`src/design/bcd_clock_alarm_countdown_unit_assert.svh`:
```
// Assertion macros for the BCD clock unit.
`ifndef BCD_CLOCK_ALARM_COUNTDOWN_UNIT_ASSERT_SVH
`define BCD_CLOCK_ALARM_COUNTDOWN_UNIT_ASSERT_SVH

// same-cycle implication, checked out of reset
`define BCAC_ASSERT_NOW(label, clk, rst_n, ante, cons) \
    label: assert property (@(posedge clk) disable iff (!(rst_n)) (ante) |-> (cons)) \
        else $error("bcac check failed");

// next-cycle implication, checked out of reset
`define BCAC_ASSERT_NEXT(label, clk, rst_n, ante, cons) \
    label: assert property (@(posedge clk) disable iff (!(rst_n)) (ante) |=> (cons)) \
        else $error("bcac check failed");

`endif

```
`src/design/bcac_pkg.sv`:
```
package bcac_pkg;

    localparam int CFG_IDX_W  = 2;
    localparam int CFG_DATA_W = 4;
    localparam int ADDR_W     = 7;

    localparam logic [ADDR_W-1:0] MSG_END  = 7'h60;
    localparam logic [3:0]        DIGIT_MAX = 4'd9;
    localparam logic [2:0]        MIN_TENS_MAX = 3'd5;
    localparam logic [3:0]        SEC_TENS_MAX = 4'd5;

    typedef enum logic [1:0] {
        REQ_MINUTE = 2'd0,
        REQ_SECOND = 2'd1,
        REQ_ADJUST = 2'd2,
        REQ_LOAD   = 2'd3
    } t_req_type;

    typedef enum logic [CFG_IDX_W-1:0] {
        CFG_ALARM_HOUR_TENS  = 2'd0,
        CFG_ALARM_HOUR_UNITS = 2'd1,
        CFG_ALARM_MIN_TENS   = 2'd2,
        CFG_ALARM_MIN_UNITS  = 2'd3
    } t_cfg_idx;

    typedef struct packed {
        logic [1:0] req_type;
        logic [3:0] load_min_tens;
        logic [3:0] load_min_units;
        logic [3:0] load_sec_tens;
        logic [3:0] load_sec_units;
    } t_item;

    typedef struct packed {
        logic [1:0]        hour_tens;
        logic [3:0]        hour_units;
        logic [2:0]        minute_tens;
        logic [3:0]        minute_units;
        logic [3:0]        count_min_tens;
        logic [3:0]        count_min_units;
        logic [3:0]        count_sec_tens;
        logic [3:0]        count_sec_units;
        logic              play_request;
        logic [ADDR_W-1:0] play_address;
        logic              countdown_running;
    } t_result;

    function automatic logic [3:0] clamp9(input logic [3:0] v);
        return (v > DIGIT_MAX) ? DIGIT_MAX : v;
    endfunction

    // binary hour 0..23 from BCD digits
    function automatic logic [4:0] hour_bin(input logic [1:0] ht, input logic [3:0] hu);
        return ({3'b000, ht} << 3) + ({3'b000, ht} << 1) + {1'b0, hu};
    endfunction

endpackage

```
`src/design/bcac_item_if.sv`:
```
interface bcac_item_if;
    logic       valid;
    logic       ready;
    logic [1:0] req_type;
    logic [3:0] load_min_tens;
    logic [3:0] load_min_units;
    logic [3:0] load_sec_tens;
    logic [3:0] load_sec_units;

    modport source (
        output valid, req_type, load_min_tens, load_min_units, load_sec_tens, load_sec_units,
        input  ready
    );
    modport sink (
        input  valid, req_type, load_min_tens, load_min_units, load_sec_tens, load_sec_units,
        output ready
    );
endinterface

```
`src/design/bcac_result_if.sv`:
```
interface bcac_result_if;
    logic       valid;
    logic       ready;
    logic [1:0] hour_tens;
    logic [3:0] hour_units;
    logic [2:0] minute_tens;
    logic [3:0] minute_units;
    logic [3:0] count_min_tens;
    logic [3:0] count_min_units;
    logic [3:0] count_sec_tens;
    logic [3:0] count_sec_units;
    logic       play_request;
    logic [6:0] play_address;
    logic       countdown_running;

    modport source (
        output valid, hour_tens, hour_units, minute_tens, minute_units,
               count_min_tens, count_min_units, count_sec_tens, count_sec_units,
               play_request, play_address, countdown_running,
        input  ready
    );
    modport sink (
        input  valid, hour_tens, hour_units, minute_tens, minute_units,
               count_min_tens, count_min_units, count_sec_tens, count_sec_units,
               play_request, play_address, countdown_running,
        output ready
    );
endinterface

```
`src/design/bcd_clock_alarm_countdown_unit.sv`:
```
// BCD 24-hour HH:MM clock (reset 23:59) with an alarm and an MM:SS countdown.
// Every input beat gives exactly one result beat showing the state after it.
// A beat is taken into an input register and, once the skid entry is free,
// run through one pass of digit logic into a two-entry output buffer (result
// plus skid), so one beat is accepted every cycle while the output side keeps
// up. The user must write alarm registers through i_cfg_* only while no beat
// is in flight; the block itself does not enforce this.
module bcd_clock_alarm_countdown_unit (
    input  logic                            i_clk,
    input  logic                            i_rst_n,
    input  logic                            i_cfg_we,
    input  logic [bcac_pkg::CFG_IDX_W-1:0]  i_cfg_idx,
    input  logic [bcac_pkg::CFG_DATA_W-1:0] i_cfg_data,
    bcac_item_if.sink                       i_item,
    bcac_result_if.source                   o_result
);
    import bcac_pkg::*;

    `include "bcd_clock_alarm_countdown_unit_assert.svh"

    logic [1:0] r_al_ht;
    logic [3:0] r_al_hu;
    logic [2:0] r_al_mt;
    logic [3:0] r_al_mu;

    logic [1:0] r_ht, n_ht;
    logic [3:0] r_hu, n_hu;
    logic [2:0] r_mt, n_mt;
    logic [3:0] r_mu, n_mu;
    logic [3:0] r_dmt, n_dmt;
    logic [3:0] r_dmu, n_dmu;
    logic [3:0] r_dst, n_dst;
    logic [3:0] r_dsu, n_dsu;
    logic       r_act, n_act;

    logic    r_in_valid;
    t_item   r_in;
    logic    r_o_valid;
    t_result r_o;
    logic    r_s_valid;
    t_result r_s;

    t_result res;
    logic    push;
    logic    pop;
    logic    in_fire;

    assign push    = r_in_valid && !r_s_valid;
    assign pop     = r_o_valid && o_result.ready;
    assign i_item.ready = !r_in_valid || push;
    assign in_fire = i_item.valid && i_item.ready;

    always_ff @(posedge i_clk) begin
        if (!i_rst_n) begin
            r_al_ht <= '0;
            r_al_hu <= '0;
            r_al_mt <= '0;
            r_al_mu <= '0;
        end else if (i_cfg_we) begin
            case (t_cfg_idx'(i_cfg_idx))
                CFG_ALARM_HOUR_TENS:  r_al_ht <= i_cfg_data[1:0];
                CFG_ALARM_HOUR_UNITS: r_al_hu <= i_cfg_data;
                CFG_ALARM_MIN_TENS:   r_al_mt <= i_cfg_data[2:0];
                CFG_ALARM_MIN_UNITS:  r_al_mu <= i_cfg_data;
                default: ;
            endcase
        end
    end

    always_comb begin
        logic       top;
        logic [4:0] hb;
        n_ht  = r_ht;
        n_hu  = r_hu;
        n_mt  = r_mt;
        n_mu  = r_mu;
        n_dmt = r_dmt;
        n_dmu = r_dmu;
        n_dst = r_dst;
        n_dsu = r_dsu;
        n_act = r_act;
        top   = 1'b0;
        hb    = '0;
        res   = '0;
        case (t_req_type'(r_in.req_type))
            REQ_MINUTE: begin
                if (r_mu < DIGIT_MAX) begin
                    n_mu = r_mu + 4'd1;
                end else begin
                    n_mu = '0;
                    if (r_mt < MIN_TENS_MAX) begin
                        n_mt = r_mt + 3'd1;
                    end else begin
                        n_mt = '0;
                        top  = 1'b1;
                        if (r_ht == 2'd2 && r_hu == 4'd3) begin
                            n_ht = '0;
                            n_hu = '0;
                        end else if (r_hu == DIGIT_MAX) begin
                            n_ht = r_ht + 2'd1;
                            n_hu = '0;
                        end else begin
                            n_hu = r_hu + 4'd1;
                        end
                    end
                end
                hb = hour_bin(n_ht, n_hu);
                if (top) begin
                    res.play_request = 1'b1;
                    res.play_address = {hb, 2'b00};
                end
                if (n_mu == r_al_mu && n_mt == r_al_mt && n_hu == r_al_hu && n_ht == r_al_ht) begin
                    res.play_request = 1'b1;
                    res.play_address = MSG_END;
                end
            end
            REQ_SECOND: begin
                if (r_act) begin
                    if (r_dmt == '0 && r_dmu == '0 && r_dst == '0 && r_dsu == '0) begin
                        res.play_request = 1'b1;
                        res.play_address = MSG_END;
                        n_act = 1'b0;
                    end else if (r_dsu != '0) begin
                        n_dsu = r_dsu - 4'd1;
                    end else begin
                        n_dsu = DIGIT_MAX;
                        if (r_dst != '0) begin
                            n_dst = r_dst - 4'd1;
                        end else begin
                            n_dst = SEC_TENS_MAX;
                            if (r_dmu != '0) begin
                                n_dmu = r_dmu - 4'd1;
                            end else begin
                                n_dmu = DIGIT_MAX;
                                if (r_dmt != '0) begin
                                    n_dmt = r_dmt - 4'd1;
                                end
                            end
                        end
                    end
                end
            end
            REQ_ADJUST: begin
                if (r_ht == 2'd2 && r_hu >= 4'd2) begin
                    n_ht = '0;
                    n_hu = r_hu - 4'd2;
                end else if (r_hu >= 4'd8) begin
                    n_ht = r_ht + 2'd1;
                    n_hu = r_hu - 4'd8;
                end else begin
                    n_hu = r_hu + 4'd2;
                end
            end
            REQ_LOAD: begin
                n_dmt = clamp9(r_in.load_min_tens);
                n_dmu = clamp9(r_in.load_min_units);
                n_dst = clamp9(r_in.load_sec_tens);
                n_dsu = clamp9(r_in.load_sec_units);
                n_act = 1'b1;
            end
            default: ;
        endcase
        res.hour_tens         = n_ht;
        res.hour_units        = n_hu;
        res.minute_tens       = n_mt;
        res.minute_units      = n_mu;
        res.count_min_tens    = n_dmt;
        res.count_min_units   = n_dmu;
        res.count_sec_tens    = n_dst;
        res.count_sec_units   = n_dsu;
        res.countdown_running = n_act;
    end

    always_ff @(posedge i_clk) begin
        if (!i_rst_n) begin
            r_ht  <= 2'd2;
            r_hu  <= 4'd3;
            r_mt  <= 3'd5;
            r_mu  <= 4'd9;
            r_dmt <= '0;
            r_dmu <= '0;
            r_dst <= '0;
            r_dsu <= '0;
            r_act <= 1'b0;
        end else if (push) begin
            r_ht  <= n_ht;
            r_hu  <= n_hu;
            r_mt  <= n_mt;
            r_mu  <= n_mu;
            r_dmt <= n_dmt;
            r_dmu <= n_dmu;
            r_dst <= n_dst;
            r_dsu <= n_dsu;
            r_act <= n_act;
        end
    end

    always_ff @(posedge i_clk) begin
        if (!i_rst_n) begin
            r_in_valid <= 1'b0;
        end else if (in_fire) begin
            r_in_valid <= 1'b1;
        end else if (push) begin
            r_in_valid <= 1'b0;
        end
    end

    always_ff @(posedge i_clk) begin
        if (in_fire) begin
            r_in.req_type       <= i_item.req_type;
            r_in.load_min_tens  <= i_item.load_min_tens;
            r_in.load_min_units <= i_item.load_min_units;
            r_in.load_sec_tens  <= i_item.load_sec_tens;
            r_in.load_sec_units <= i_item.load_sec_units;
        end
    end

    always_ff @(posedge i_clk) begin
        if (!i_rst_n) begin
            r_o_valid <= 1'b0;
            r_s_valid <= 1'b0;
        end else if (pop) begin
            if (r_s_valid) begin
                r_s_valid <= 1'b0;
            end else begin
                r_o_valid <= push;
            end
        end else if (push) begin
            if (r_o_valid) begin
                r_s_valid <= 1'b1;
            end else begin
                r_o_valid <= 1'b1;
            end
        end
    end

    always_ff @(posedge i_clk) begin
        if (pop) begin
            if (r_s_valid) begin
                r_o <= r_s;
            end else if (push) begin
                r_o <= res;
            end
        end else if (push) begin
            if (r_o_valid) begin
                r_s <= res;
            end else begin
                r_o <= res;
            end
        end
    end

    assign o_result.valid             = r_o_valid;
    assign o_result.hour_tens         = r_o.hour_tens;
    assign o_result.hour_units        = r_o.hour_units;
    assign o_result.minute_tens       = r_o.minute_tens;
    assign o_result.minute_units      = r_o.minute_units;
    assign o_result.count_min_tens    = r_o.count_min_tens;
    assign o_result.count_min_units   = r_o.count_min_units;
    assign o_result.count_sec_tens    = r_o.count_sec_tens;
    assign o_result.count_sec_units   = r_o.count_sec_units;
    assign o_result.play_request      = r_o.play_request;
    assign o_result.play_address      = r_o.play_address;
    assign o_result.countdown_running = r_o.countdown_running;

    `BCAC_ASSERT_NOW(a_skid_behind_main, i_clk, i_rst_n, r_s_valid, r_o_valid)
    `BCAC_ASSERT_NEXT(a_fill_skid, i_clk, i_rst_n, push && !pop && r_o_valid, r_s_valid)
    `BCAC_ASSERT_NOW(a_hour_msg_on_top, i_clk, i_rst_n,
        push && res.play_request && res.play_address != MSG_END,
        res.minute_tens == '0 && res.minute_units == '0)
    `BCAC_ASSERT_NOW(a_hour_in_range, i_clk, i_rst_n, r_ht == 2'd2, r_hu <= 4'd3)

endmodule
```
`src/flat_wrapper.sv`:
```
// flat-port wrapper written by rule: the top's interface ports become plain ports
module bcd_clock_alarm_countdown_unit_flat import bcac_pkg::*;
  (i_clk, i_rst_n, i_cfg_we, i_cfg_idx, i_cfg_data, i_item_valid, i_item_req_type, i_item_load_min_tens, i_item_load_min_units, i_item_load_sec_tens, i_item_load_sec_units, i_item_ready, o_result_valid, o_result_hour_tens, o_result_hour_units, o_result_minute_tens, o_result_minute_units, o_result_count_min_tens, o_result_count_min_units, o_result_count_sec_tens, o_result_count_sec_units, o_result_play_request, o_result_play_address, o_result_countdown_running, o_result_ready);
  bcac_item_if i_item_i ();
  bcac_result_if o_result_i ();
  input  logic i_clk;
  input  logic i_rst_n;
  input  logic i_cfg_we;
  input  logic [bcac_pkg::CFG_IDX_W-1:0] i_cfg_idx;
  input  logic [bcac_pkg::CFG_DATA_W-1:0] i_cfg_data;
  input wire logic [$bits(i_item_i.valid)-1:0] i_item_valid;
  input wire logic [$bits(i_item_i.req_type)-1:0] i_item_req_type;
  input wire logic [$bits(i_item_i.load_min_tens)-1:0] i_item_load_min_tens;
  input wire logic [$bits(i_item_i.load_min_units)-1:0] i_item_load_min_units;
  input wire logic [$bits(i_item_i.load_sec_tens)-1:0] i_item_load_sec_tens;
  input wire logic [$bits(i_item_i.load_sec_units)-1:0] i_item_load_sec_units;
  output wire logic [$bits(i_item_i.ready)-1:0] i_item_ready;
  output wire logic [$bits(o_result_i.valid)-1:0] o_result_valid;
  output wire logic [$bits(o_result_i.hour_tens)-1:0] o_result_hour_tens;
  output wire logic [$bits(o_result_i.hour_units)-1:0] o_result_hour_units;
  output wire logic [$bits(o_result_i.minute_tens)-1:0] o_result_minute_tens;
  output wire logic [$bits(o_result_i.minute_units)-1:0] o_result_minute_units;
  output wire logic [$bits(o_result_i.count_min_tens)-1:0] o_result_count_min_tens;
  output wire logic [$bits(o_result_i.count_min_units)-1:0] o_result_count_min_units;
  output wire logic [$bits(o_result_i.count_sec_tens)-1:0] o_result_count_sec_tens;
  output wire logic [$bits(o_result_i.count_sec_units)-1:0] o_result_count_sec_units;
  output wire logic [$bits(o_result_i.play_request)-1:0] o_result_play_request;
  output wire logic [$bits(o_result_i.play_address)-1:0] o_result_play_address;
  output wire logic [$bits(o_result_i.countdown_running)-1:0] o_result_countdown_running;
  input wire logic [$bits(o_result_i.ready)-1:0] o_result_ready;
  assign i_item_i.valid = i_item_valid;
  assign i_item_i.req_type = i_item_req_type;
  assign i_item_i.load_min_tens = i_item_load_min_tens;
  assign i_item_i.load_min_units = i_item_load_min_units;
  assign i_item_i.load_sec_tens = i_item_load_sec_tens;
  assign i_item_i.load_sec_units = i_item_load_sec_units;
  assign i_item_ready = i_item_i.ready;
  assign o_result_valid = o_result_i.valid;
  assign o_result_hour_tens = o_result_i.hour_tens;
  assign o_result_hour_units = o_result_i.hour_units;
  assign o_result_minute_tens = o_result_i.minute_tens;
  assign o_result_minute_units = o_result_i.minute_units;
  assign o_result_count_min_tens = o_result_i.count_min_tens;
  assign o_result_count_min_units = o_result_i.count_min_units;
  assign o_result_count_sec_tens = o_result_i.count_sec_tens;
  assign o_result_count_sec_units = o_result_i.count_sec_units;
  assign o_result_play_request = o_result_i.play_request;
  assign o_result_play_address = o_result_i.play_address;
  assign o_result_countdown_running = o_result_i.countdown_running;
  assign o_result_i.ready = o_result_ready;
  bcd_clock_alarm_countdown_unit u_core (.i_clk(i_clk), .i_rst_n(i_rst_n), .i_cfg_we(i_cfg_we), .i_cfg_idx(i_cfg_idx), .i_cfg_data(i_cfg_data), .i_item(i_item_i), .o_result(o_result_i));
endmodule
```
`config.mk`:
```
export PLATFORM = sky130hd
export DESIGN_NAME = bcd_clock_alarm_countdown_unit_flat
export DESIGN_NICKNAME = d
export VERILOG_FILES = /design/src/design/bcac_pkg.sv /design/src/design/bcac_item_if.sv /design/src/design/bcac_result_if.sv /design/src/design/bcd_clock_alarm_countdown_unit.sv /design/src/flat_wrapper.sv
export VERILOG_INCLUDE_DIRS = /design/src /design/src/design
export SDC_FILE = /design/constraint.sdc
export NUM_CORES = 1
export LEC_CHECK = 0
export BUFFER_PORTS_ARGS = -buffer_cell sky130_fd_sc_hd__buf_2
export CAP_MARGIN = 25
export CORE_MARGIN = 1
export CORE_UTILIZATION = 59
export DETAILED_ROUTE_END_ITERATION = 8
export PLACE_DENSITY = 0.8
export SYNTH_ARGS = -nofsm -noshare
export SYNTH_HDL_FRONTEND = slang
export SYNTH_SLANG_ARGS = --single-unit
```
`constraint.sdc`:
```
create_clock -name i_clk -period 4.4 [get_ports i_clk]
set_input_delay 0.88 -clock i_clk [delete_from_list [all_inputs] [get_ports i_clk]]
set_output_delay 0.88 -clock i_clk [all_outputs]
set_load 0.02 [all_outputs]
```
# --- Word level (Yosys, flattened, before mapping) ---
# Cells that the tools add are included.
word_totals:
  register_bits: 140
  inputBits: 29
  out_inout_bits: 40
  wordCells: 187
classes:
  add_sub_neg: 13
  order_cmp: 8
  eq_ne: 15
  mux: 70
  n_bitwise: 2
  n_reduce_logical: 36
ops:
  columns: ["cell", "n"]
  rows:
  - ["$mux 38", 5]
  - ["$mux 4", 32]
  - ["$pmux 4 s2", 5]
  - ["$mux 8", 4]
  - ["$gt 4x4->1 const B", 4]
  - ["$logic_not 4->1", 4]
  - ["$pmux 8 s2", 1]
  - ["$reduce_bool 4->1", 4]
  - ["$sub 4x1->4 const B", 4]
  - ["$mux 2", 7]
  - ["$mux 3", 4]
  - ["$reduce_and 2->1", 6]
  - ["$logic_and 1x1->1", 11]
  - ["$eq 2x2->1 const B", 5]
  - ["$mux 1", 10]
  - ["$add 4x1->4 const B", 2]
  - ["$eq 4x4->1", 2]
  - ["$reduce_and 3->1", 2]
  - ["$reduce_bool 2->1", 3]
  - ["$add 5x3->5", 1]
  - ["$add 5x4->5", 1]
  - ["$add 4x2->4 const B", 1]
  - ["$eq 2x1->1 const B", 2]
  - ["$eq 4x2->1 const B", 1]
  - ["other kinds (19)", 23]

# --- Logic depth before layout (Yosys ltp) ---
# Gate-level depths: netlist (run 1).
logic_depth:
  ltp_word: 14
  mapped_depth: 12
  mapped_depth_nobuf: 12

# --- Least setup slack after synthesis (run 1) ---
# Ideal clock, no wire load.
synth_timing:
  path_kind: "reg2reg"
  from: "register u_core.r_s_valid"
  to: "register u_core.r_o (netlist bit u_core.o_result.count_min_tens[0]) (enable)"
  setup_time_ns: 0.441
  t_arrival_ns: 3.009
  t_required_ns: 3.959
  slack_ns: 0.949
  path_stages_with_launch: 7
  path_buffers: 3
  synth_period_minus_slack_ns: 3.451
  cell_sequence: "dfxtp_1 -> clkbuf_1 -> nor2b_1 -> clkbuf_1 -> clkbuf_1 -> a21oi_1 -> a21oi_1"
synth_via:
  elab_chain_len: 4
  word_cells_on_any_way: 5
  cone_classes: "5 x reduce/logical"
synth_lines:
  columns: ["item", "line", "text"]
  rows:
  - ["from (decl)", "bcd_clock_alarm_countdown_unit.sv:40", "logic r_s_valid;"]
  - ["from (signal assigned)", "bcd_clock_alarm_countdown_unit.sv:221", "r_s_valid <= 1'b0;"]
  - ["from (signal assigned)", "bcd_clock_alarm_countdown_unit.sv:224", "r_s_valid <= 1'b0;"]
  - ["from (signal assigned)", "bcd_clock_alarm_countdown_unit.sv:230", "r_s_valid <= 1'b1;"]
  - ["$logic_not 1->1", "bcd_clock_alarm_countdown_unit.sv:48", "assign push = r_in_valid && !r_s_valid;"]
  - ["$logic_and 1x1->1", "bcd_clock_alarm_countdown_unit.sv:48", null]
  - ["$reduce_bool 2->1 (no line)", null, null]
  - ["$reduce_and 3->1 (no line) (*)", null, null]
  - ["to (signal assigned)", "bcd_clock_alarm_countdown_unit.sv:240", "r_o <= r_s;"]
  - ["to (signal assigned)", "bcd_clock_alarm_countdown_unit.sv:242", "r_o <= res;"]
  - ["to (signal assigned)", "bcd_clock_alarm_countdown_unit.sv:248", "r_o <= res;"]
  - ["to (decl)", "bcd_clock_alarm_countdown_unit.sv:39", "t_result r_o;"]
# Every way passes the cells marked *; elsewhere a longest branch is shown, timed or not.
# A chain may end at the register's enable or synchronous reset.

# --- Worst setup path after layout (run 1) ---
layout_timing:
  from: "register u_core.r_mu[0]"
  to: "register u_core.r_o (netlist bit u_core.o_result.play_address[6]), data pin"
layout_via:
  elab_chain_len: 12
  word_cells_on_any_way: 29
  cone_classes: "3 x add/sub; 1 x order compare; 4 x eq/ne; 18 x mux; 3 x reduce/logical"
layout_lines:
  columns: ["item", "line", "text"]
  rows:
  - ["from (decl)", "bcd_clock_alarm_countdown_unit.sv:29", "logic [3:0] r_mu, n_mu;"]
  - ["from (signal assigned)", "bcd_clock_alarm_countdown_unit.sv:189", "r_mu <= n_mu;"]
  - ["branches (longest 7 deep; another with $add 5x3->5)", null, null]
  - ["$mux 8 (*)", "bcd_clock_alarm_countdown_unit.sv:112", "if (n_mu == r_al_mu && n_mt == r_al_mt && n_hu == r_al_hu && n_ht == r_al_ht) begin"]
  - ["$pmux 8 s2 (*)", "bcd_clock_alarm_countdown_unit.sv:85", "case (t_req_type'(r_in.req_type))"]
  - ["$mux 38 (on tied branches)", "bcd_clock_alarm_countdown_unit.sv:245, bcd_clock_alarm_countdown_unit.sv:241", null]
  - ["$mux 38 (on tied branches)", "bcd_clock_alarm_countdown_unit.sv:244, bcd_clock_alarm_countdown_unit.sv:239", null]
  - ["$mux 38 (*)", "bcd_clock_alarm_countdown_unit.sv:238", "if (pop) begin"]
# Mark *: on every way between the ends. The select of a mux whose other input is x is not followed.

==> results.yml, run 1 <==
outcome:
  status: "complete, no violations"
logic_synthesis:
  synth_compound_area_share_pct: 16.6
  synth_area_um2: 6770
  yosysMostFrequentCell: "edfxtp_1"
  syn_inst: 667
  synth_cell_type_count: 76
  synth.top_cell.area_share_pct: 39.9
  synth-seq-area-share_pct: 53.5
  ys_ff_latch: 136
  avgSynthCellArea_um2: 10.2
  yosys.area.top_type: "edfxtp_1"
  yosys-top-cells-count: "edfxtp_1, nand2_1, nor2_1"
  yosys.area_share.xor_xnor_pct: 1.94
  synth_fa_ha_area_share_pct: 2.51
  synthTopCellsByArea: "edfxtp_1, dfxtp_1, nand2_1"
  synthSimpleGateAreaFrac_pct: 17.2
  synth_edf_count: 90
  synth_top_family_by_area: "simple AND/OR/NAND/NOR gates"
  muxShareOfSynthArea_pct: 3.81
  yosysWarnings: 0
  synth_flop_cell: "edfxtp_1"
  async_flop_share_pct: 0
place:
  io_buffers: 66
  place_area_um2: 7190
  gp_congestion: 0.963
  post-place-ws_ns: 1.22
  dpl.cell_count: 843
  dp_hpwl_um: 10300
die:
  rows: 38
  die_area_um2: 11900
  die_w_um: 109
  core_um2: 11000
  pin_count: 69
  start_util_pct: 61.4
  die_h_um: 109
power:
  power.internal_mw: 2.39
  switchingPower_mw: 0.902
  p_seq_share_pct: 45.0
  sw_frac_of_total_pct: 27.4
  power_frac_clock_pct: 40.5
  power_density_nw_per_um2: 425
  combPwrFrac_pct: 14.6
  p_leak_nw: 3.14
  vdd_drop_max_uv: 252
flow_run:
  cap_violations: 0
clock_tree:
  clockRootBuffer: "clkbuf_16"
  clock_latency_ns: 0.42
  ctsResizeCount: 0
  cts-buffers-inserted: 17
  cts_tree: "yes"
  htree_levels: 4
  cts.sinks: 136
  cts_setup_buffers: 0
  cts_buffer_depth: 2
  hold_buffers: 0
  clk_pin_slew_ns: 0.06
detailed_routing:
  drtPass1Iterations: 5
  drt_iter0_drc: 502
  via_per_inst: 6.12
  drc_errors: 0
  wirelength_um: 15400
  routedWlPerCell_um: 17.6
  antenna_left: 0
  vias: 5352
global_route:
  grt_start_max_net_pins: 49
  track_usage_pct: 27.5
  grt_pass1_vias: 4873
  overflow: 0
  grt_pass1_wl_um: 24700
  antenna_found_initial: 0
sta:
  fin_ws_ns: 1.18
  fin_crit_sh_pct: 73.2
  hold_viol_final: 0
  tightest_slew_ns: 0.868
  finalSetupTns_ns: 0
  relSlewSlack_pct: 41.3
  period_needed_ns: 3.22
  setup_violations: 0
  clock.fmax_mhz: 311
  drv_slew: 0
  clock-skew-final_ns: 0.00546
  rsz0062_at_grt: "false"
layout:
  nets: 764
  syn_to_final_growth_pct: 14.4
  instances_no_fill: 875
  antenna_cells: 0
  finalInstanceArea_um2: 7750
  drive_gt1_share_pct: 16.6
hold_path:
  holdPathStages: 2
  worstHoldPathType: "reg2reg"
setup_path:
  crit_type: "reg2reg"
  crit_fanout: 7
  start_kind: "register"
  cp.required_ns: 4.55
  cp-end-kind: "register"
  cp.arrival_ns: 3.37
  rr_worst_depth: 11
## layout make-up
class	instances	area (um2)
Tap cell	140	175
Timing Repair Buffer	73	395
Clock buffer	18	429
Fill cell	812	3280
Clock inverter	14	123
Sequential cell	136	3620
Multi-Input combinational cell	457	2860
Inverter	37	139
## cell usage in the layout (no fill, tap or decap), drive strengths merged, types with 7 or more instances in the layout
master	n
o211a	7
o21ai	47
clkbuf	18
inv	39
edfxtp	90
nor2	63
mux2i	19
a21oi	43
nand3b	7
a31oi	12
nor3	12
clkinv	7
dfxtp	46
o211ai	7
nor3b	10
o21a	7
nand3	12
buf	73
xnor2	10
nor2b	20
nand2	68
ha	12
## power by group through the flow
stage	Clock [mW]	Sequential [mW]	Combinational [mW]
3_5_place_dp	0	1.51	0.468
4_1_cts	1.34	1.48	0.474
5_1_grt	1.40	1.49	0.530
2_1_floorplan	0	1.52	0.322
6_report	1.33	1.48	0.479
3_3_place_gp	0	1.50	0.447
## critical path, stage by stage, from the launching register on
cell and delay [ns]:
dfxtp_1 0.43, inv_1 0.13, ha_1 0.24, nor2b_1 0.20
or4b_1 0.59, o21ai_2 0.27, ha_1 0.28, a21o_1 0.17
a21oi_1 0.17, xnor2_1 0.10, a311oi_1 0.27, a21oi_1 0.11
## layer usage
metal / vias up / share of wire (%) / GRT usage (%)
li1: 2537 / - / -
met1: 2541 / 46 / 40.6
met2: 247 / 45 / 40.7
met3: 27 / 8.6 / 5.44
met4: 0 / 1.3 / 8.30
met5: - / 0 / 0
## cells by family after synthesis
family / Yosys count
compound gates: 172
buf+inv: 75
flops: 136
mux: 25
simple gates: 230
xor+xnor: 15
fa+ha+maj: 13
other cells: 1
## flip-flops by register name, summed over array words and instances, names as in the netlist, 3 cells and up
signal,flops
u_core.r_dst,4
u_core.o_result.count_min_tens,4
u_core.r_al_hu,4
u_core.o_result.count_min_units,4
u_core.r_dmt,4
u_core.o_result.minute_tens,3
u_core.o_result.play_address,5
u_core.o_result.count_sec_tens,4
u_core.r_al_mu,4
u_core.o_result.count_sec_units,4
u_core.r_al_mt,3
u_core.r_mu,4
u_core.o_result.hour_units,4
u_core.r_in,18
u_core.r_hu,4
u_core.r_dsu,4
u_core.o_result.minute_units,4
u_core.r_s,36
u_core.r_mt,3
u_core.r_dmu,4
## per-stage QoR
step	utilization [%]	power (mW)	hold slack, ns
after floorplan	-	1.84	0.456
after global placement	65.0	1.95	0.470
after detailed placement	65.2	1.97	0.480
after CTS	70.2	3.29	0.514
after global routing	70.2	3.42	0.549
final	70.2	3.29	0.512
## final timing paths
| path | endpoint | from | slack, ns |
|---|---|---|---|
| max | u_core.o_result.play_address[6]$_DFFE_PP_ | u_core.r_mu[0]$_SDFFE_PN1P_ | 1.18 |
| min | u_core.o_result.count_min_units[0]$_DFFE_PP_ | u_core.r_s[17]$_DFFE_PP_ | 0.51 |
| max reg2reg | u_core.o_result.play_address[6]$_DFFE_PP_ | u_core.r_mu[0]$_SDFFE_PN1P_ | 1.18 |
| min reg2reg | u_core.o_result.count_min_units[0]$_DFFE_PP_ | u_core.r_s[17]$_DFFE_PP_ | 0.51 |
Power figures use the tool's default switching activity.
==> inputs of run 2 (changes only) <==
CORE_UTILIZATION = 53   (was 59)
PLACE_DENSITY = 0.76   (was 0.8)
clock period = 2.7 ns   (was 4.4 ns; I/O delays follow)
==> run 2 against run 1 <==
Effect of this change:
- the flow now finishes with violations (setup timing)
- cell count up 9.4%
- clock power up 71%
- sequential power up 62%
- first-iteration DRC count up 25%
- critical path depth unchanged
- combinational power up 110%
- register-to-register slack worse by 1.3 ns
- count of clock-buffer cells in the layout down 1
- largest power group unchanged
- non-clock buffer count up 54
- critical path type unchanged
- sequential cell count unchanged
- fmax up 15%
- critical endpoint is now u_core.o_result.play_address[3]$_DFFE_PP_
- core utilization down 1.5 points
==> results.yml, run 2 (synthesis results as in run 1) <==
sta:
  tightest_slew_ns: 0.782
  fin_crit_sh_pct: 103
  hold_viol_final: 0
  relSlewSlack_pct: 47.8
  clock-skew-final_ns: 0.00831
  setup_violations: 10
  clock.fmax_mhz: 359
  fin_ws_ns: -0.0888
  rsz0062_at_grt: "true"
  period_needed_ns: 2.79
  drv_slew: 0
  finalSetupTns_ns: -0.547
layout:
  seq_area_um2: 3630
  drive_gt1_share_pct: 25.9
  antenna_cells: 0
  multi_input_area_um2: 3030
  mostFrequentLayoutCell: "edfxtp_1"
  syn_to_final_growth_pct: 23.9
  largest_register_ffs: 36
  nets: 818
  regMostFlops: "u_core.r_s"
  num-fill-cells: 941
  layout_common_cells: "edfxtp_1, nand2_1, buf_2"
clock_tree:
  clock_latency_ns: 0.43
  clk_pin_slew_ns: 0.06
  cts-buffers-inserted: 17
  cts_tree: "yes"
  hold_buffers: 0
  cts.sinks: 136
  clockRootBuffer: "clkbuf_16"
  cts_buffer_depth: 2
  htree_levels: 4
die:
  start_util_pct: 55.4
  die_h_um: 115
  die_area_um2: 13200
  rows: 40
  die_w_um: 115
  pin_count: 69
  core_um2: 12200
setup_path:
  cp-end-kind: "register"
  crit_type: "reg2reg"
  max_stage_delay_ns: 0.41
  cp.arrival_ns: 2.97
  rr_worst_depth: 11
  start_kind: "register"
  path_cells: "inv_2 -> ha_4 -> nor2b_4 -> buf_4 -> buf_4 -> or3_1 -> a211oi_1 -> a211oi_1 -> nor2_1 -> a31oi_4 -> a22o_1"
  cp.required_ns: 2.88
  reg2reg_from: "u_core.r_mu[1]$_SDFFE_PN0P_"
  timing.rr.end: "u_core.o_result.play_address[3]$_DFFE_PP_"
  crit_fanout: 6
  setup.reg_to_reg.worst_slack_ns: -0.09
  path_delay_family: "simple AND/OR/NAND/NOR gates"
  critPathSlowestCell: "nor2_1"
  path_buf_inv: 3
hold_path:
  whs_endpoint: "u_core.r_in[13]$_DFFE_PP_"
  min-delay-start: "i_item_load_min_tens[1]"
  holdPathStages: 1
  worstHoldPathType: "in2reg"
detailed_routing:
  drtPass1Iterations: 6
  routedWlPerCell_um: 17.3
  via_per_inst: 5.84
  antenna_left: 0
  vias: 5587
  drc_errors: 0
  drt_iter0_drc: 626
  wirelength_um: 16600
global_route:
  grt_pass1_wl_um: 26300
  antenna_found_initial: 0
  grt_pass1_vias: 5215
  track_usage_pct: 26.2
  overflow: 0
  grt_start_max_net_pins: 49
outcome:
  violations: "setup timing"
  status: "finished with violations"
flow_run:
  cap_violations: 0
power:
  power_density_nw_per_um2: 676
  vdd_drop_max_uv: 304
  p_leak_nw: 3.44
place:
  dp_hpwl_um: 11300
  post-place-ws_ns: -0.112
  gp_congestion: 0.949
  io_buffers: 66
==> run 2: through the flow <==
| step | area (um2) | hold WS (ns) | utilization, % | std cells | power [mW] |
|---|---|---|---|---|---|
| after floorplan | 6810 | 0.456 | - | 668 | 3.01 |
| after global placement | 7620 | 0.471 | 62.4 | 919 | 3.31 |
| after detailed placement | 7620 | 0.500 | 62.4 | 919 | 3.34 |
| after CTS | 8250 | 0.273 | 67.6 | 953 | 5.62 |
| after global routing | 8390 | 0.275 | 68.7 | 957 | 5.87 |
| final | 8390 | 0.282 | 68.7 | 957 | 5.67 |
==> run 2: metal layers <==
| layer | share of wire (%) | vias up | track usage [%] |
|---|---|---|---|
| met1 | 46 | 2672 | 37.4 |
| met4 | 2.0 | 0 | 11.2 |
| met3 | 8.1 | 25 | 5.32 |
| li1 | - | 2645 | - |
| met5 | 0 | - | 0 |
| met2 | 44 | 245 | 39.1 |
==> run 2: report_power, final <==
group	switching, mW	total (mW)	internal, mW
logic	0.582	1.00	0.419
registers	0.0609	2.40	2.34
clock network	0.909	2.27	1.36
==> run 2: worst register-to-register path: stages, from the launching register on <==
cell,delay [ns]
dfxtp_2,0.33
inv_2,0.05
ha_4,0.16
nor2b_4,0.13
buf_4,0.13
buf_4,0.14
or3_1,0.39
a211oi_1,0.28
a211oi_1,0.07
nor2_1,0.41
a31oi_4,0.21
a22o_1,0.23
==> run 2: area by class of cell <==
| class | count | share of cell area (%) |
|---|---|---|
| Tap cell | 168 | 2.51 |
| Clock buffer | 17 | 5.07 |
| Multi-Input combinational cell | 457 | 36.1 |
| Timing Repair Buffer | 127 | 9.59 |
| Clock inverter | 15 | 1.80 |
| Sequential cell | 136 | 43.3 |
| Inverter | 37 | 1.69 |
==> run 2: how the worst max path moves through the flow <==
stage                                 startpoint                                          end  slack (ns)  depth (start not counted)
floorplan            u_core.r_mu[0]$_SDFFE_PN1P_    u_core.o_result.play_address[6]$_DFFE_PP_        0.01                         11
global placement     u_core.r_hu[0]$_SDFFE_PN1P_    u_core.o_result.play_address[6]$_DFFE_PP_        0.01                          9
detailed placement   u_core.r_mu[1]$_SDFFE_PN0P_    u_core.o_result.play_address[6]$_DFFE_PP_       -0.11                         11
CTS                 u_core.r_dst[0]$_SDFFE_PN0P_  u_core.o_result.count_sec_tens[3]$_DFFE_PP_       0.003                          9
global route         u_core.r_mu[0]$_SDFFE_PN1P_    u_core.o_result.play_address[2]$_DFFE_PP_       -0.16                         11
finish               u_core.r_mu[1]$_SDFFE_PN0P_    u_core.o_result.play_address[3]$_DFFE_PP_       -0.09                         11
==> run 2: timing repair <==
action / 4_1_cts / 5_1_grt
resized for setup: 8 / 24
setup buffers: 2 / 4
setup endpoints to repair: 9 / 19
pin swaps: 7 / 16
==> inputs of run 3 (changes only) <==
BUFFER_PORTS_ARGS = -buffer_cell sky130_fd_sc_hd__buf_4   (was -buffer_cell sky130_fd_sc_hd__buf_2)
CTS_CLUSTER_DIAMETER = 30   (was default)
==> run 3 against run 2 <==
Effect of this change:
- non-clock buffer count is 11 lower
- the run now ends clean
- cell count decreased by 1.1%
- register-to-register slack improved by 0.15 ns
- clock skew is 0.00055 ns lower
- fmax rose by 5.7%
- sequential cell count did not move
- power fell by 0.82%
- core utilization up 0.43 points
- routed wire length down 4.3%
- setup slack better by 0.15 ns
- die area unchanged
- count of clock-buffer cells in the layout unchanged
==> results.yml, run 3 (synthesis results as in run 1) <==
detailed_routing:
  vias: 5527
  routedWlPerCell_um: 16.7
  drtPass1Iterations: 6
  via_per_inst: 5.84
  drc_errors: 0
  drt_iter0_drc: 565
  wirelength_um: 15800
  antenna_left: 0
layout:
  drive_gt1_share_pct: 24.7
  antenna_cells: 0
  regMostFlops: "u_core.r_s"
  layout_common_cells: "buf_4, edfxtp_1, nand2_1"
  mostFrequentLayoutCell: "buf_4"
  nets: 807
  syn_to_final_growth_pct: 24.7
  instances_no_fill: 946
  num-fill-cells: 931
  largest_register_ffs: 36
die:
  core_um2: 12200
  die_area_um2: 13200
  pin_count: 69
  start_util_pct: 55.4
  die_h_um: 115
  rows: 40
  die_w_um: 115
clock_tree:
  clk_pin_slew_ns: 0.06
  cts_tree: "yes"
  clockRootBuffer: "clkbuf_16"
  hold_buffers: 0
  cts-buffers-inserted: 17
  clock_latency_ns: 0.42
  htree_levels: 4
  cts_buffer_depth: 2
  cts.sinks: 136
setup_path:
  path_buf_inv: 3
  max_stage_delay_ns: 0.38
  cp_common_cell: "a31oi_1"
  crit_type: "reg2reg"
  crit_fanout: 5
  cp.required_ns: 2.86
  path_cells: "inv_2 -> ha_4 -> nand2b_1 -> nand3_2 -> buf_4 -> mux2i_4 -> inv_1 -> ha_1 -> fa_1 -> xor2_1 -> a31oi_1 -> a31oi_1"
  path_delay_family: "adder cells"
  start_kind: "register"
  cp-end-kind: "register"
  cp.arrival_ns: 2.79
  critPathSlowestCell: "fa_1"
sta:
  relSlewSlack_pct: 48.3
  period_needed_ns: 2.64
  rsz0062_at_grt: "true"
  hold_viol_final: 0
  drv_slew: 0
  clock.fmax_mhz: 379
  fin_crit_sh_pct: 97.7
  setup_violations: 0
  clock-skew-final_ns: 0.00776
  tightest_slew_ns: 0.775
global_route:
  grt_pass1_vias: 5003
  grt_start_max_net_pins: 49
  grt_pass1_wl_um: 25300
  track_usage_pct: 25.4
  overflow: 0
  antenna_found_initial: 0
outcome:
  status: "complete, no violations"
place:
  dp_hpwl_um: 11100
  io_buffers: 66
  dpl.cell_count: 913
  gp_congestion: 0.919
power:
  power_mw: 5.62
  vdd_drop_max_uv: 329
  p_leak_nw: 3.45
  power_density_nw_per_um2: 666
flow_run:
  cap_violations: 0
hold_path:
  worstHoldPathType: "in2reg"
[run 3: cell count changes in the layout (fill, tap and decap cells not counted), moves of 2 or more]
cell,delta
buf_2,-66
a21oi_1,+2
a31oi_1,+3
a21oi_2,-2
a31oi_4,-2
clkinv_4,+2
buf_4,+56
[run 3: cell type report]
type,instances,area (um2),share of cell area [%]
multi-input combinational,457,3000,35.6
clock buffer,17,425,5.04
tap,168,210,2.49
inverter,37,139,1.65
timing repair buffer,116,883,10.5
sequential,136,3630,43.0
clock inverter,15,150,1.78
[run 3: final timing paths]
| kind | slack (ns) | depth (start not counted) | from | end |
|---|---|---|---|---|
| hold / removal | 0.29 | 1 | i_item_load_sec_tens[0] | u_core.r_in[4]$_DFFE_PP_ |
| setup / recovery | 0.06 | 12 | u_core.r_mu[0]$_SDFFE_PN1P_ | u_core.o_result.play_address[5]$_DFFE_PP_ |
| setup reg to reg | 0.06 | 12 | u_core.r_mu[0]$_SDFFE_PN1P_ | u_core.o_result.play_address[5]$_DFFE_PP_ |
| hold reg to reg | 0.51 | 2 | u_core.r_s[10]$_DFFE_PP_ | u_core.o_result.count_sec_units[1]$_DFFE_PP_ |
[run 3: repair_timing]
action,in CTS,in global routing
buffers inserted,1,0
setup endpoints to repair,5,20
resized for setup,11,19
pin swaps,5,5
[run 3: where the power goes]
| group | internal, mW | switching [mW] |
|---|---|---|
| Sequential | 2.34 | 0.0667 |
| Combinational | 0.426 | 0.552 |
| Clock | 1.36 | 0.884 |
[run 3: per-stage QoR]
step | util (%) | area [um2] | TNS (ns) | worst slack (ns) | hold WS [ns]
after floorplan | - | 6810 | 0 | 0.00995 | 0.456
after global placement | 63.4 | 7740 | 0 | 0.0392 | 0.471
after detailed placement | 63.4 | 7740 | -0.0886 | -0.0819 | 0.485
after CTS | 68.5 | 8360 | -0.0199 | -0.0199 | 0.274
after global routing | 69.1 | 8440 | -0.116 | -0.0717 | 0.274
final | 69.1 | 8440 | 0 | 0.0627 | 0.289
[run 3: metal layers]
metal  up-vias  share of wire, %  global-route usage, %
met4         0               2.3                   11.9
li1       2623                 -                      -
met3        32               7.9                   5.59
met1      2610                46                   36.6
met2       262                44                   36.2
met5         -                 0                      0
